File: src/rtl/point_line_distance_3d_macros.svh
// ------------------------------------------------------------------------
// point_line_distance_3d_macros
// assertion helpers; expect signals clock and reset in scope
// ------------------------------------------------------------------------
`ifndef POINT_LINE_DISTANCE_3D_MACROS_SVH
`define POINT_LINE_DISTANCE_3D_MACROS_SVH

// same-cycle implication
`define PLDA_ASSERT_IMP(label, ante, cons, msg) \
   label: assert property (@(posedge clock) disable iff (reset) (ante) |-> (cons)) \
      else $error(msg);

// next-cycle implication
`define PLDA_ASSERT_NXT(label, ante, cons, msg) \
   label: assert property (@(posedge clock) disable iff (reset) (ante) |=> (cons)) \
      else $error(msg);

`endif

File: src/rtl/plda_pkg.sv
// ------------------------------------------------------------------------
// plda_pkg
// widths and shared types of the point to line distance pipeline
// ------------------------------------------------------------------------
package plda_pkg;

   // coordinate width; 8 fractional bits, scale carries through untouched
   localparam int COORD_BITS = 20;
   localparam int DIFF_W     = COORD_BITS + 1;
   localparam int MAG_W      = COORD_BITS;
   localparam int SQ_W       = 2 * MAG_W;
   localparam int SUM_W      = SQ_W + 2;
   localparam int S_W        = SUM_W + 1;
   localparam int HALF_W     = SUM_W / 2;
   localparam int NUM_W      = 2 * SUM_W;
   localparam int QUO_W      = SUM_W;
   localparam int ROOT_W     = QUO_W / 2;
   localparam int OUT_W      = 21;
   localparam int MAX_W      = (ROOT_W > OUT_W) ? ROOT_W : OUT_W;
   localparam logic [OUT_W-1:0] OUT_MAX = '1;

   typedef logic [COORD_BITS-1:0] coord_type;

   // control that travels with each stage
   typedef struct packed {
      logic valid;
      logic degen;
   } plda_ctl_type;

endpackage

File: src/rtl/plda_sqrt.sv
// ------------------------------------------------------------------------
// plda_sqrt
// integer square root, one root bit per pipeline stage
// ------------------------------------------------------------------------
module plda_sqrt import plda_pkg::*; (
   input  logic               clock,
   input  logic               reset,
   input  logic               advance,
   input  plda_ctl_type       in_ctl,
   input  logic [QUO_W-1:0]   in_rad,
   output plda_ctl_type       out_ctl,
   output logic [ROOT_W-1:0]  out_root
);

   plda_ctl_type     ctl_ff [ROOT_W];
   logic [QUO_W-1:0] x_ff   [ROOT_W];
   logic [QUO_W-1:0] res_ff [ROOT_W];

   plda_ctl_type     ctl_src [ROOT_W];
   logic [QUO_W-1:0] x_src   [ROOT_W];
   logic [QUO_W-1:0] res_src [ROOT_W];

   assign ctl_src[0] = in_ctl;
   assign x_src[0]   = in_rad;
   assign res_src[0] = '0;

   for (genvar k = 0; k < ROOT_W; k++) begin : g_stage
      localparam int SHIFT = 2 * (ROOT_W - 1 - k);
      logic [QUO_W-1:0] one;
      logic [QUO_W-1:0] trial;
      logic             take;

      if (k > 0) begin : g_link
         assign ctl_src[k] = ctl_ff[k-1];
         assign x_src[k]   = x_ff[k-1];
         assign res_src[k] = res_ff[k-1];
      end

      // try the next root bit
      always_comb begin
         one   = QUO_W'(1) << SHIFT;
         trial = res_src[k] + one;
         take  = (x_src[k] >= trial);
      end

      always_ff @(posedge clock) begin
         if (reset) begin
            ctl_ff[k] <= '0;
         end else if (advance) begin
            ctl_ff[k] <= ctl_src[k];
         end
      end

      always_ff @(posedge clock) begin
         if (advance) begin
            x_ff[k]   <= take ? (x_src[k] - trial) : x_src[k];
            res_ff[k] <= take ? ((res_src[k] >> 1) + one) : (res_src[k] >> 1);
         end
      end
   end

   assign out_ctl  = ctl_ff[ROOT_W-1];
   assign out_root = res_ff[ROOT_W-1][ROOT_W-1:0];

endmodule

File: config.mk
export PLATFORM = sky130hd
export DESIGN_NAME = plda_sqrt
export DESIGN_NICKNAME = d
export VERILOG_FILES = /design/src/rtl/point_line_distance_3d_macros.svh /design/src/rtl/plda_pkg.sv /design/src/rtl/plda_sqrt.sv
export SDC_FILE = /design/constraint.sdc
export NUM_CORES = 2
export LEC_CHECK = 0
export BUFFER_PORTS_ARGS = -buffer_cell sky130_fd_sc_hd__buf_2
export CAP_MARGIN = 20
export CORE_ASPECT_RATIO = 2
export CORE_UTILIZATION = 63
export DETAILED_ROUTE_END_ITERATION = 10
export HOLD_SLACK_MARGIN = 0.12
export PLACE_DENSITY = 0.83
export SLEW_MARGIN = 0
export SYNTH_ARGS = -nofsm -noshare
export SYNTH_HDL_FRONTEND = slang
export SYNTH_SLANG_ARGS = --single-unit
File: constraint.sdc
create_clock -name clock -period 5.5 [get_ports clock]
set_clock_uncertainty 0.15 [all_clocks]
set_input_delay 0.55 -clock clock [delete_from_list [all_inputs] [get_ports clock]]
set_output_delay 0.55 -clock clock [all_outputs]
set_load 0.05 [all_outputs]
---- Yosys cells after proc, flatten, opt, wreduce, memory -nomap -nowiden ----
Memories as Yosys holds them, arrays and structs flattened.
Cells that the tools add are included.
W data, S select, Z words.
storage, ports and cells
  bits in registers ....................... 0
  RAM bits ................................ 1806
  input bits .............................. 47
  output and inout bits ................... 23
  word-level logic and storage cells ...... 175
  memories ................................ 3
cells by class
  add/sub/neg operators ................... 61
  order comparisons ....................... 21
  mux-type cells .......................... 69
  bitwise logic cells ..................... 21
memories
  name    depth  bits a word  read ports  clocked after memory_dff  wr ports  line             source
  res_ff  21     42           21          0                         21        plda_sqrt.sv:17  logic [QUO_W-1:0] res_ff [ROOT_W];
  x_ff    21     42           20          0                         21        plda_sqrt.sv:16  logic [QUO_W-1:0] x_ff [ROOT_W];
  ctl_ff  21     2            21          0                         21        plda_sqrt.sv:15  plda_ctl_type ctl_ff [ROOT_W];
operators with widths
  kind                      count
  $mux W42                  41
  $ge A42 B42 Y1            20
  $sub A42 B42 Y42          20
  $add A41 B1 Y42 const B   1
  $add A41 B11 Y42 const B  1
  $add A41 B13 Y42 const B  1
  $add A41 B15 Y42 const B  1
  $add A41 B17 Y42 const B  1
  $add A41 B19 Y42 const B  1
  $add A41 B21 Y42 const B  1
  $add A41 B23 Y42 const B  1
  $add A41 B25 Y42 const B  1
  $add A41 B27 Y42 const B  1
  $add A41 B29 Y42 const B  1
  $add A41 B3 Y42 const B   1
  $add A41 B31 Y42 const B  1
  $add A41 B33 Y42 const B  1
  $add A41 B35 Y42 const B  1
  $add A41 B37 Y42 const B  1
  $add A41 B39 Y42 const B  1
  $add A41 B5 Y42 const B   1
  $add A41 B7 Y42 const B   1
  $add A41 B9 Y42 const B   1
  $add A42 B1 Y42 const B   1
  other kinds (25)          70

---- Depth between registers and ports, before layout ----
  word-level depth ........................ 4
  mapped depth ............................ 13
  mapped depth without buffers ............ 11

---- Least setup slack after synthesis ----
Ideal clock, no wire load.
  path type ............................... flip-flop to flip-flop
  start point ............................. memory x_ff[18][14] (netlist name)
  end point ............................... memory x_ff[19][27] (netlist name), data pin
  library setup time ...................... 0.259 ns
  data arrival time ....................... 2.579 ns
  data required time ...................... 5.091 ns
  setup slack ............................. 2.512 ns
  cell stages (with the launch flop) ...... 11
  path buffers ............................ 1
  period minus slack after synthesis ...... 2.988 ns
  path through ............................ edfxtp_1 -> ha_1 -> nand2_1 -> nor4_1 -> o31ai_1 -> a2111oi_0 -> nor2b_1 -> buf_2 -> or3_1 -> o31ai_1 -> nand2_1
RTL lines
  element      line
  from (decl)  plda_sqrt.sv:16

==> results.txt <==
Leakage power - 21.80 nW
Met1 Use GR - 21.47%
Startpoint Class - flip-flop
Fraction of layout cells with a size suffix above 1 - 7.752%
Ys flop type - edfxtp_1
Fillers - 5475
Critical path required time - 5.79 ns
Worst path top cell family by delay - simple AND/OR/NAND/NOR gates
Synth Warn # - 0
GPL Wtd Cong - 0.9799
Clock sinks - 1113
MaxCap Viol Count - 0
Met2 GRT Util - 65.48%
Synthesis-to-layout area growth - 10.24%
Port buffer count - 69
Worst Path Max Fanout - 43
CTS Buf Count - 93
RSZ-0062 raised after global routing - false
Die Ht - 409.2 um
CTS tree - yes
Hold Worst Slack - 0.2263 ns
Synthesized cell area - 52230 sq um
Core Box Area - 82220 sq um
Sequential area share after synthesis - 63.99%
Nets - 4503
Netlist cell types - 93
Detailed Routing Iterations Pass 1 - 6
EDFF count, synth - 1113
Hold Crit Class - input port to flip-flop
Placed wire-length estimate - 97740 um
Cell Pwr Density - 387.4 nW/um^2
Final ANT Viol Nets - 0
Cells after synthesis - 4022
Placed cell areas - 53990 sq um
Placed cells - 5121
First-pass GRT wire length - 203200 um
Buf+Inv Stages, Crit Path - 2
Period minus WS final - 4.898 ns
CP Capture Type - flip-flop
Clk Latency, worst-skew pair - 0.73 ns
Status - completed
Reg2reg start - x_ff[18][16]$_DFFE_PP_
Arr. time, crit path - 5.18 ns
Vias/cell - 6.383
Via count - 34090
Post-route setup TNS - 0 ns
Die footprint - 84120 sq um
H-tree depth - 3
Worst setup startpoint - x_ff[18][16]$_DFFE_PP_
Slew @ Worst Pin - 1.307 ns
Met3 Use GR - 7.016%
Number of global-route vias before repair - 36930
# hold bufs at CTS - 45
CTS Buffer Depth - 3
Starting density of the core - 63.52%
Hold path start - advance
Peak Freq - 204.2 MHz
Design area - 57570 sq um
Total grt overflow - 0
Routed WL - 137000 um
Cell repeated most along the worst path - nor4_1
Post-synth ARST share - 0%
Syn Nets - 4317
Tcrit/Tclk final - 89.05%
Clk pin slew, worst setup/hold paths - 0.07 ns
FF+latch area - 33420 sq um
Pin count of the biggest net entering global routing - 204
CP max stage delay - 1.00 ns
Setup violators final - 0
# rows - 149
# IOs - 70
Final hold vios - 0
Relative slew slack - 12.84%
Grt peak-use layer - met2
Cell-by-cell trace of the critical path - ha_1, nand2_1, nor4_1, o31ai_1, a2111oi_0, nor2b_2, buf_4, inv_4, nand2_2, nor4_1, xor2_1
Slowest-stage cell, CP - nor4_1
Setup CP Type - flip-flop to flip-flop
Residual DRC - 0
Die Wd - 205.6 um
Post-Layout Cell Count - 5341
Slew Viols, Final - 0
#FFs+latches synth - 1113
Initial antenna violation count - 2
DR WL/cell - 25.65 um
Mapped Avg Cell Area - 12.99 sq um
DRT iter0 DRCs - 2601
Clock Tree Root - clkbuf_16
All-layer global routing usage - 33.42%
Cts repair resizes - 0
Peak supply drop - 389.9 uV
Area taken by multi-input logic gates - 17440 sq um
Setup Buffers After CTS - 0
==> synthesized netlist by cell type, types with 18 or more instances <==
| cell | instances | area share (%) |
|---|---|---|
| nor2_1 | 230 | 1.7 |
| xnor2_1 | 154 | 2.6 |
| a211oi_1 | 20 | 0.29 |
| o21a_1 | 65 | 0.93 |
| nor4_1 | 130 | 1.6 |
| o21ai_0 | 210 | 2.0 |
| nand2_1 | 260 | 1.9 |
| o31ai_1 | 33 | 0.47 |
| a21oi_1 | 190 | 1.8 |
| or3_1 | 27 | 0.32 |
| nor3_1 | 129 | 1.2 |
| or4_1 | 34 | 0.49 |
| and2_1 | 55 | 0.66 |
| nand3_1 | 57 | 0.55 |
| a21o_1 | 72 | 1.0 |
| edfxtp_1 | 1113 | 64 |
| and3_1 | 21 | 0.25 |
| inv_1 | 298 | 2.1 |
| nand4_1 | 48 | 0.57 |
| ha_1 | 248 | 5.9 |
| xor2_1 | 194 | 3.3 |
| nor2b_1 | 32 | 0.38 |
| nor4b_1 | 25 | 0.42 |
| mux2_2 | 26 | 0.56 |
| nand2b_1 | 46 | 0.55 |
| or2_2 | 18 | 0.22 |
| clkbuf_1 | 46 | 0.33 |
==> layout by cell type, fill, tap and decap left out, types with 93 or more instances in the layout <==
cell       synthesis  layout
edfxtp_1        1113    1113
ha_1             248     248
inv_1            298     298
clkbuf_16          0      93
nor4_1           130     128
xor2_1           194     194
nand2_1          260     260
a21oi_1          190     190
xnor2_1          154     154
nor3_1           129     127
nor2_1           230     229
o21ai_0          210     210
==> kinds of logic (layout without fill, tap and decap cells) <==
kind of cell	Yosys count	in the layout	share of synthesized area (%)
and+or+nand+nor	1188	1188	12.07
xor gates and xnor gates	348	348	5.836
adders and majority gates	248	248	5.941
buffers and inverters	364	625	2.702
other	0	1	0
DFF	1113	1113	63.99
muxes	34	34	0.7331
AOI/OAI and AO/OA	727	727	8.723
==> final cells by class <==
cell class | count | share of cell area (%)
Inverter | 301 | 1.967
Sequential cell | 1113 | 58.05
Timing Repair Buffer | 154 | 1.999
Clock inverter | 62 | 1.247
Antenna cell | 1 | 0.004347
Clock buffer | 108 | 4.140
Tap cell | 1057 | 2.297
Multi-Input combinational cell | 2545 | 30.29
==> worst register-to-register path: stages (launching register included) <==
cell and delay, ns:
edfxtp_1 0.41, ha_1 0.42, nand2_1 0.20, nor4_1 1.00, o31ai_1 0.47, a2111oi_0 0.69, nor2b_2 0.07, buf_4 0.29
inv_4 0.24, nand2_2 0.15, nor4_1 0.37, xor2_1 0.12
==> worst paths after layout <==
path	to	depth (start not counted)	slack [ns]
max	x_ff[19][38]$_DFFE_PP_	11	0.60
min	x_ff[1][15]$_DFFE_PP_	1	0.23
max reg2reg	x_ff[19][38]$_DFFE_PP_	11	0.60
min reg2reg	res_ff[8][25]$_DFFE_PP_	0	0.29
==> through the flow <==
stage | util, % | worst slack (ns) | total power, mW
6_report | 70.03 | 0.6021 | 22.30
5_1_grt | 70.02 | 0.6490 | 23.06
4_1_cts | 69.99 | 0.7428 | 22.18
3_5_place_dp | 65.67 | 0.7647 | 15.42
3_3_place_gp | 65.67 | 0.8401 | 15.25
2_1_floorplan | - | 2.512 | 13.96
==> sequential cells by signal, indices dropped and copies added (netlist names) <==
name,cells
res_ff,231
x_ff,840
ctl_ff,42
==> power by group <==
part           switching, mW  internal, mW
clock                   3.18          3.68
sequential             0.771          10.6
combinational           2.46          1.59
==> metal layers <==
layer	vias to the layer above	share of wire (%)
met1	16500	24
met2	1354	57
li1	15420	-
met5	-	0.011
met4	2	14
met3	822	4.5
(Power assumes the default switching activity.)
